===== src/sv/laqs_pkg.sv =====
// Package for the linear array queue with search unit.
// Holds operation and status codes plus field widths; no dependencies.
package laqs_pkg;

    localparam int DEPTH_DEFAULT = 64;
    localparam int WORD_W        = 32;
    localparam int QSIZE_W       = 7;
    localparam int TDATA_OUT_W   = 40;
    localparam int TUSER_W       = 2;

    localparam logic [QSIZE_W-1:0] QSIZE_RESET = QSIZE_W'(64);

    typedef enum logic [1:0] {
        OP_PUSH     = 2'd0,
        OP_POP      = 2'd1,
        OP_TRAVERSE = 2'd2,
        OP_SEARCH   = 2'd3
    } op_t;

    typedef enum logic [1:0] {
        ST_OK    = 2'd0,
        ST_FULL  = 2'd1,
        ST_EMPTY = 2'd2
    } status_t;

endpackage


===== src/sv/linear_array_queue_with_search_unit.sv =====
// Top level of the linear array queue with search unit.
// Depends on laqs_pkg; holds the slot memory, control FSM and output register.
//
// channel | dir | handshake        | payload
// s_*     | in  | tvalid / tready  | tuser: operation, tdata: value
// m_*     | out | tvalid / tready  | tuser: status, tdata: data, match_count; tlast
// cfg_*   | in  | wr_en            | wr_data: queue_size
//
// Push, and any operation on an empty queue, answer straight from idle; pop answers from S_POP after a memory read.
// Traverse of n entries does one memory read and yields one item per cycle while m_tready does not stall.
// Search of n entries compares one slot per cycle, then loads the match count from S_DONE.
// One item is worked at a time; the next is taken when the last result is loaded.
// A stalled m_tready holds a traverse walk and the final search result; reset needs no clearing pass.
module linear_array_queue_with_search_unit
    import laqs_pkg::*;
#(
    parameter int DEPTH = DEPTH_DEFAULT
)
(
    input  logic                   clk,
    input  logic                   rst_n,
    input  logic                   s_tvalid,
    output logic                   s_tready,
    input  logic [WORD_W-1:0]      s_tdata,     // [31:0] value
    input  logic [TUSER_W-1:0]     s_tuser,     // [1:0] operation
    output logic                   m_tvalid,
    input  logic                   m_tready,
    output logic [TDATA_OUT_W-1:0] m_tdata,     // [31:0] data, [38:32] match_count, [39] zero
    output logic [TUSER_W-1:0]     m_tuser,     // [1:0] status
    output logic                   m_tlast,
    input  logic                   cfg_wr_en,
    input  logic [QSIZE_W-1:0]     cfg_wr_data
);

    localparam int ADDR_W = (DEPTH > 1) ? $clog2(DEPTH) : 1;
    localparam int PTR_W  = $clog2(DEPTH + 1);

    typedef enum logic [1:0] {
        S_IDLE,
        S_POP,
        S_WALK,
        S_DONE
    } state_t;

    state_t              state_reg, state_next;
    logic [QSIZE_W-1:0]  qsize_reg;
    logic [PTR_W-1:0]    head_reg, head_next;
    logic [PTR_W-1:0]    tail_reg, tail_next;
    logic [PTR_W-1:0]    cur_reg, cur_next;
    logic [PTR_W-1:0]    count_reg, count_next;
    logic [WORD_W-1:0]   key_reg, key_next;
    logic                search_reg, search_next;

    logic                m_valid_reg, m_valid_next;
    status_t             m_status_reg, m_status_next;
    logic [WORD_W-1:0]   m_data_reg, m_data_next;
    logic [QSIZE_W-1:0]  m_count_reg, m_count_next;
    logic                m_last_reg, m_last_next;

    logic [WORD_W-1:0]   mem [DEPTH];
    logic [WORD_W-1:0]   rd_data_reg;
    logic                rd_en;
    logic [ADDR_W-1:0]   rd_addr;
    logic                wr_en;

    logic                out_free;
    logic                s_fire;
    logic                empty;
    logic                full;
    logic [PTR_W-1:0]    cur_inc;
    logic                cur_last;
    logic                rd_hit;

    assign out_free = !m_valid_reg || m_tready;
    assign s_tready = (state_reg == S_IDLE) && out_free;
    assign s_fire   = s_tvalid && s_tready;
    assign empty    = head_reg == tail_reg;
    assign full     = (QSIZE_W'(tail_reg) >= qsize_reg) || (tail_reg == PTR_W'(DEPTH));
    assign cur_inc  = cur_reg + PTR_W'(1);
    assign cur_last = cur_inc == tail_reg;
    assign rd_hit   = rd_data_reg == key_reg;

    assign m_tvalid = m_valid_reg;
    assign m_tdata  = {1'b0, m_count_reg, m_data_reg};
    assign m_tuser  = m_status_reg;
    assign m_tlast  = m_last_reg;

    always_ff @(posedge clk)
    begin
        if (wr_en)
        begin
            mem[tail_reg[ADDR_W-1:0]] <= s_tdata;
        end
        if (rd_en)
        begin
            rd_data_reg <= mem[rd_addr];
        end
    end

    always_comb
    begin
        state_next    = state_reg;
        head_next     = head_reg;
        tail_next     = tail_reg;
        cur_next      = cur_reg;
        count_next    = count_reg;
        key_next      = key_reg;
        search_next   = search_reg;
        m_valid_next  = m_valid_reg && !m_tready;
        m_status_next = m_status_reg;
        m_data_next   = m_data_reg;
        m_count_next  = m_count_reg;
        m_last_next   = m_last_reg;
        wr_en         = 1'b0;
        rd_en         = 1'b0;
        rd_addr       = head_reg[ADDR_W-1:0];

        unique case (state_reg)
            S_IDLE:
            begin
                if (s_fire)
                begin
                    m_data_next  = '0;
                    m_count_next = '0;
                    m_last_next  = 1'b1;
                    if (empty && (op_t'(s_tuser) != OP_PUSH))
                    begin
                        m_valid_next  = 1'b1;
                        m_status_next = ST_EMPTY;
                    end
                    else
                    begin
                        unique case (op_t'(s_tuser))
                            OP_PUSH:
                            begin
                                m_valid_next = 1'b1;
                                if (full)
                                begin
                                    m_status_next = ST_FULL;
                                end
                                else
                                begin
                                    m_status_next = ST_OK;
                                    wr_en         = 1'b1;
                                    tail_next     = tail_reg + PTR_W'(1);
                                end
                            end
                            OP_POP:
                            begin
                                rd_en      = 1'b1;
                                head_next  = head_reg + PTR_W'(1);
                                state_next = S_POP;
                            end
                            OP_TRAVERSE:
                            begin
                                rd_en       = 1'b1;
                                cur_next    = head_reg;
                                search_next = 1'b0;
                                state_next  = S_WALK;
                            end
                            OP_SEARCH:
                            begin
                                rd_en       = 1'b1;
                                cur_next    = head_reg;
                                key_next    = s_tdata;
                                count_next  = '0;
                                search_next = 1'b1;
                                state_next  = S_WALK;
                            end
                        endcase
                    end
                end
            end
            S_POP:
            begin
                if (out_free)
                begin
                    m_valid_next  = 1'b1;
                    m_status_next = ST_OK;
                    m_data_next   = rd_data_reg;
                    m_last_next   = 1'b1;
                    state_next    = S_IDLE;
                end
            end
            S_WALK:
            begin
                if (search_reg)
                begin
                    count_next = count_reg + PTR_W'(rd_hit);
                    if (cur_last)
                    begin
                        state_next = S_DONE;
                    end
                    else
                    begin
                        rd_en    = 1'b1;
                        rd_addr  = cur_inc[ADDR_W-1:0];
                        cur_next = cur_inc;
                    end
                end
                else if (out_free)
                begin
                    m_valid_next  = 1'b1;
                    m_status_next = ST_OK;
                    m_data_next   = rd_data_reg;
                    m_last_next   = cur_last;
                    if (cur_last)
                    begin
                        state_next = S_IDLE;
                    end
                    else
                    begin
                        rd_en    = 1'b1;
                        rd_addr  = cur_inc[ADDR_W-1:0];
                        cur_next = cur_inc;
                    end
                end
            end
            S_DONE:
            begin
                if (out_free)
                begin
                    m_valid_next  = 1'b1;
                    m_status_next = ST_OK;
                    m_data_next   = '0;
                    m_count_next  = QSIZE_W'(count_reg);
                    m_last_next   = 1'b1;
                    state_next    = S_IDLE;
                end
            end
            default:
            begin
                state_next = S_IDLE;
            end
        endcase
    end

    always_ff @(posedge clk or negedge rst_n)
    begin
        if (!rst_n)
        begin
            state_reg    <= S_IDLE;
            qsize_reg    <= QSIZE_RESET;
            head_reg     <= '0;
            tail_reg     <= '0;
            m_valid_reg  <= 1'b0;
            cur_reg      <= '0;
            count_reg    <= '0;
            search_reg   <= 1'b0;
        end
        else
        begin
            state_reg    <= state_next;
            if (cfg_wr_en)
            begin
                qsize_reg <= cfg_wr_data;
            end
            head_reg     <= head_next;
            tail_reg     <= tail_next;
            m_valid_reg  <= m_valid_next;
            cur_reg      <= cur_next;
            count_reg    <= count_next;
            search_reg   <= search_next;
        end
    end

    always_ff @(posedge clk)
    begin
        key_reg      <= key_next;
        m_status_reg <= m_status_next;
        m_data_reg   <= m_data_next;
        m_count_reg  <= m_count_next;
        m_last_reg   <= m_last_next;
    end

`ifndef SYNTHESIS
    a_head_le_tail: assert property (@(posedge clk) disable iff (!rst_n)
        head_reg <= tail_reg)
        else $error("head passed tail");

    a_tail_le_depth: assert property (@(posedge clk) disable iff (!rst_n)
        tail_reg <= PTR_W'(DEPTH))
        else $error("tail beyond depth");

    a_push_advances: assert property (@(posedge clk) disable iff (!rst_n)
        (s_fire && (op_t'(s_tuser) == OP_PUSH) && !full)
        |=> (tail_reg == $past(tail_reg) + PTR_W'(1)))
        else $error("accepted push did not advance tail");

    a_walk_in_range: assert property (@(posedge clk) disable iff (!rst_n)
        (state_reg == S_WALK) |-> (cur_reg >= head_reg && cur_reg < tail_reg))
        else $error("walk pointer out of range");
`endif

endmodule

===== config.mk =====
export PLATFORM = sky130hd
export DESIGN_NAME = linear_array_queue_with_search_unit
export DESIGN_NICKNAME = d
export VERILOG_FILES = /design/src/sv/laqs_pkg.sv /design/src/sv/linear_array_queue_with_search_unit.sv
export SDC_FILE = /design/constraint.sdc
export NUM_CORES = 2
export LEC_CHECK = 0
export BUFFER_PORTS_ARGS = -buffer_cell sky130_fd_sc_hd__buf_2
export CAP_MARGIN = 20
export CORE_ASPECT_RATIO = 1.75
export CORE_MARGIN = 10
export CORE_UTILIZATION = 40
export CTS_BUF_LIST = sky130_fd_sc_hd__clkbuf_8
export DETAILED_ROUTE_END_ITERATION = 16
export PLACE_DENSITY_LB_ADDON = 0.12
export REMOVE_ABC_BUFFERS = 1
export SYNTH_ARGS = -nofsm -noshare
export SYNTH_HDL_FRONTEND = slang
export SYNTH_SLANG_ARGS = --single-unit

===== constraint.sdc =====
create_clock -name clk -period 12.1 [get_ports clk]
set_clock_uncertainty 0.2 [all_clocks]
set_input_delay 3.63 -clock clk [delete_from_list [all_inputs] [get_ports clk]]
set_output_delay 3.63 -clock clk [all_outputs]
set_load 0.01 [all_outputs]

**Word level (Yosys, flattened, before mapping)**

Memory sizes are Yosys's and may differ from the RTL's. A register that Yosys moved wholly into a read port is not among the register bits.
Cells that the tools add are included.

- Add/sub/neg operators: 4
- $mul: 0
- Div/mod/pow operators: 0
- $lt $le $gt $ge: 1
- Equal/unequal tests: 23
- Shifts and indexed selects: 0
- Mux-type cells: 66
- Bitwise operators: 2
- Reductions and logical operators: 28

Operators with widths:

| operator | number |
|---|---|
| two-way mux 32 bit | 4 |
| case mux 32 bit (4 select lines) | 1 |
| two-way mux 7 bit | 12 |
| case mux 7 bit (2 select lines) | 3 |
| == test 32 bit | 1 |
| two-way mux 2 bit | 12 |
| two-way mux 6 bit | 4 |
| two-way mux 1 bit | 23 |
| adder 7 x 1 -> 7 bit (second input constant) | 3 |
| != test 2 bit (second input constant) | 8 |
| AND reduction 4 bit | 4 |
| AND reduction 5 bit | 3 |
| == test 7 bit | 2 |
| case mux 2 bit (3 select lines) | 2 |
| AND reduction 3 bit | 3 |
| == test 2 bit (second input constant) | 4 |
| nonzero test 2 bit | 4 |
| adder 7 x 1 -> 7 bit | 1 |
| == test 7 bit (second input constant) | 1 |
| greater-or-equal comparator 7 bit | 1 |
| case mux 1 bit (3 select lines) | 2 |
| AND reduction 6 bit | 1 |
| == test 2 x 1 -> 1 bit (second input constant) | 2 |
| logical AND 1 bit | 4 |
| 12 further kinds | 19 |

- Bits in registers: 113
- Latch bits: 0
- Bits in writable memories: 2048
- ROM bits: 0
- Bits of input ports: 46
- Output and inout bits: 45
- Word-level logic and storage cells: 138
- Memories: 1

Memories:

| name | words | bits a word | read ports | clocked after memory_dff | wr ports | line | source |
|---|---|---|---|---|---|---|---|
| mem | 64 | 32 | 1 | 1 | 1 | linear_array_queue_with_search_unit.sv:60 | `logic [WORD_W-1:0] mem [DEPTH];` |

**Depth between registers and ports, before layout**

- Depth in word-level cells: 9
- Mapped depth: 16
- Gate-level depth less buffers: 12

**Least setup slack after synthesis**

OpenSTA, ideal clock, no wires.

- Kind: input to output
- Start: input port m_tready
- End: output port s_tready
- Data arrival time: 4.058 ns
- Data required time: 8.270 ns
- Path slack: 4.212 ns
- Stages: 3
- Path buffers: 1
- Path through: nor2b_1 clkbuf_1 nor2_1

- Longest elaborated chain between the ends: 2

Ends and longest elaborated chain:

| what | line | source |
|---|---|---|
| start: declaration | linear_array_queue_with_search_unit.sv:27 | `input logic m_tready,` |
| logical OR 1 bit | linear_array_queue_with_search_unit.sv:74 | `assign out_free = !m_valid_reg \|\| m_tready;` |
| logical AND 1 bit | linear_array_queue_with_search_unit.sv:75 | `assign s_tready = (state_reg == S_IDLE) && out_free;` |
| end: declaration | linear_array_queue_with_search_unit.sv:23 | `output logic s_tready,` |

No other way between the ends.

**Final worst setup path**

- Start: input port m_tready
- End: register rd_data_reg[29] (read register of mem) (data pin)

- Longest elaborated chain between the ends: 5
- Elaborated cells between the ends (all ways): 10
- Classes of those cells: mux: 7; reduce/logical: 3

Ends and longest elaborated chain:

| what | line | source |
|---|---|---|
| logical OR 1 bit * | linear_array_queue_with_search_unit.sv:74 |  |
| logical AND 1 bit | linear_array_queue_with_search_unit.sv:75 |  |
| logical AND 1 bit | linear_array_queue_with_search_unit.sv:76 | `assign s_fire = s_tvalid && s_tready;` |
| two-way mux 1 bit | linear_array_queue_with_search_unit.sv:121 | `if (s_fire)` |
| case mux 1 bit (2 select lines) | linear_array_queue_with_search_unit.sv:118 | `unique case (state_reg)` |
| end: declaration | linear_array_queue_with_search_unit.sv:61 | `logic [WORD_W-1:0] rd_data_reg;` |

Every way passes the cells marked *; elsewhere a longest branch is shown, timed or not.
A chain may end at the register's enable or synchronous reset.

==> out/summary.txt <==
======================================================================================
Rows ....................................................................          228
Standard cell with the maximum stage delay on the critical path .........      o31ai_1
Post-synthesis async set-or-reset flop share ............................       0.0178
Number of hold buffers added after cts ..................................            0
Cell Area, Synth ........................................................  0.0885 mm^2
Worst hold margin .......................................................       321 ps
Worst IR Drop VDD .......................................................       338 uV
Primary FF master, synth ................................................     edfxtp_1
Post-CTS setup buffers ..................................................            0
Final critical-path required period .....................................      8650 ps
Synthesized area divided by synthesized cell count ......................    14.2 um^2
Global placement routability congestion .................................        0.841
Capture endpoint of the worst hold path ................................. qsize_reg[0]
Slew margin rel. ........................................................        0.205
Count of unresolved DRC violations after routing ........................            0
Distinct cells, synth ...................................................           76
Clock latency reported for the late side of the worst-skew pair .........       950 ps
Cells after Synth .......................................................         6221
Floorplan die area ......................................................   0.241 mm^2
Crit path launch type ................................................... primary input
Global routing usage summed across all routing layers ...................        0.239
Average via count per standard cell .....................................         5.86
Critical-path cell list ................................................. buf_2, nand2b_2, o21ai_1, buf_4, nand2_1, nand3_4, buf_12, buf_4, nand2_1, a32oi_1, a31oi_1, o31ai_1, and4_1
Max-Cap Viols ...........................................................            0
Achievable Freq .........................................................      116 MHz
Htree depth .............................................................            5
X dimension of the die ..................................................       375 um
TritonCTS clock tree ....................................................          yes
Largest net degree at the start of global routing .......................          148
Final hold vios .........................................................            0
Total iterations of the first detailed-routing run ......................            6
Total wirelength of the detailed-routed design ..........................    297000 um
Hold Path Class .........................................................   reg -> reg
Layout cells sized above 1 ..............................................        0.122
Cell types occupying the most area after synthesis ...................... edfxtp_1, nand2_1, mux2i_1
FF+latch count, synth ...................................................         2193
Count of instances resized after the clock tree is built ................            0
Count of flip-flops with a built-in enable after synthesis ..............         2154
Buffer cell driving the clock tree root .................................     clkbuf_8
Number of pins exceeding their max-slew limit in the final report .......            0
Slew at the pin closest to its max-slew limit ...........................      1190 ps
Largest incremental delay on the critical path ..........................       960 ps
Die Y ...................................................................       642 um
Run status .............................................................. finished, final reports clean
Placeable core area .....................................................   0.220 mm^2
Input/output buffers ....................................................           89
Kind of end point of the critical path ..................................         flop
Wire length of the first global-routing pass ............................    418000 um
Largest fanout of any net on the critical path ..........................          138
Syn-to-layout area delta ................................................        11.3%
Initial core utilization ................................................        0.402
Post-route clock period utilization .....................................        0.715
Final standard cell utilization of the core .............................        0.447
Post-synth top area cell ................................................     edfxtp_1
Setup CP Type ...........................................................    in -> reg
Sinks on Clock Net ......................................................         2193
Antenna violation net count after detailed routing ......................            0
Total congestion overflow ...............................................            0
Worst reg-to-reg setup slack ............................................      5330 ps
Total vias in the final route ...........................................        55541
Initial DRC count .......................................................         5332
Number of buffers created by CTS ........................................          319
Yosys top cell area share ...............................................        0.731
Most common cell after layout, fill and taps aside ......................     edfxtp_1
Largest register FFs ....................................................         2048
Antenna violations before repair ........................................           17
Startpoint of the tightest hold check path .............................. qsize_reg[0]
Num ports ...............................................................           91
Warning count from the yosys run ........................................            0
Clock slew at the register clock pins of the worst setup and hold paths .        70 ps
Final number of setup-violating endpoints ...............................            0
Leakage dissipation .....................................................      32.7 nW
Most frequent cells in the layout ....................................... edfxtp_1, nand2_1, nand3_1, clkbuf_8, mux2i_1
RSZ-0062 raised after global routing ....................................           no
Worst reg2reg endpoint .................................................. rd_data_reg[29]
Vias in the first global route ..........................................        54639
Routed length per placed instance .......................................      31.3 um
TNS Setup ...............................................................         0 ps
Dominant delay contributor by cell family on the critical path .......... simple AND/OR/NAND/NOR gates
Post-detailed-placement half-perimeter wirelength .......................    169000 um
Critical path arrival ...................................................      9260 ps
Number of nets in the layout ............................................         6453
Reg2Reg Launch Point ....................................................  tail_reg[2]
Crit path buffers/inverters .............................................            4
Logic depth of the worst register-to-register path ......................           12
Fraction of the yosys area taken by sequential cells ....................        0.742
Power per unit of standard cell area ....................................  249 mW/mm^2
Critical path required time .............................................     12700 ps
Hold-critical path depth ................................................            1
Max clock buf depth .....................................................            4
======================================================================================
-- worst max-delay path by stage --
stage / end / startpoint / cells past startpoint
2_1_floorplan: rd_data_reg[0] / m_tready / 9
3_3_place_gp: rd_data_reg[1] / m_tready / 13
3_5_place_dp: rd_data_reg[19] / m_tready / 13
4_1_cts: s_tready / m_tready / 4
5_1_grt: rd_data_reg[29] / m_tready / 13
6_report: rd_data_reg[29] / m_tready / 13
-- cells in the mapped netlist, types with 59 or more instances --
cell,count
o31ai_1,59
a211oi_1,248
o21ai_0,109
o31a_1,99
nor2_1,95
a21oi_1,137
a31oi_1,96
nand3_1,537
mux2i_1,282
clkbuf_1,186
edfxtp_1,2154
nand2_1,1325
buf_2,158
-- per-layer routing --
layer  track usage  vias to the layer above  part of all wire
met5             0                        -                 0
met4        0.0891                        0             0.039
met3        0.0372                      523             0.064
met2         0.425                     2238              0.51
met1         0.291                    28768              0.38
li1              -                    24012                 -
-- stage by stage --
stage	cells	setup WS, ps	cell area [um^2]	power [mW]
final	9479	3450	98500	24.5
after CTS	9474	3410	98400	24.6
after global placement	8936	2460	92800	19.2
after global routing	9477	3240	98500	25.6
after floorplan	5777	-16810	86400	15.9
after detailed placement	8942	2650	92900	19.2
-- power breakdown --
part           switching [mW]  internal, mW
registers               0.338          8.65
clock network            2.82          2.63
logic                    7.14          2.97
-- area by class of cell --
| cell class | count | area (um^2) |
|---|---|---|
| flip-flops and latches | 2193 | 65700 |
| inverters | 22 | 82.6 |
| well taps | 2875 | 3600 |
| clock buffers | 332 | 4570 |
| repair buffers | 292 | 2230 |
| fillers | 19662 | 122000 |
| multi-input cells | 3562 | 21400 |
| clock inverters | 200 | 953 |
| diodes | 3 | 7.51 |
-- kinds of logic after synthesis --
group / after synthesis / share of synthesized area
AO/OA/AOI/OAI: 1028 / 0.0836
AND/OR/NAND/NOR: 2138 / 0.105
other: 1 / 0.0000424
flip-flops: 2193 / 0.742
XOR/XNOR: 67 / 0.00689
multiplexers: 311 / 0.0358
buffers and inverters: 466 / 0.0240
adder cells (fa/ha/maj): 17 / 0.00240
(Power assumes the default switching activity.)
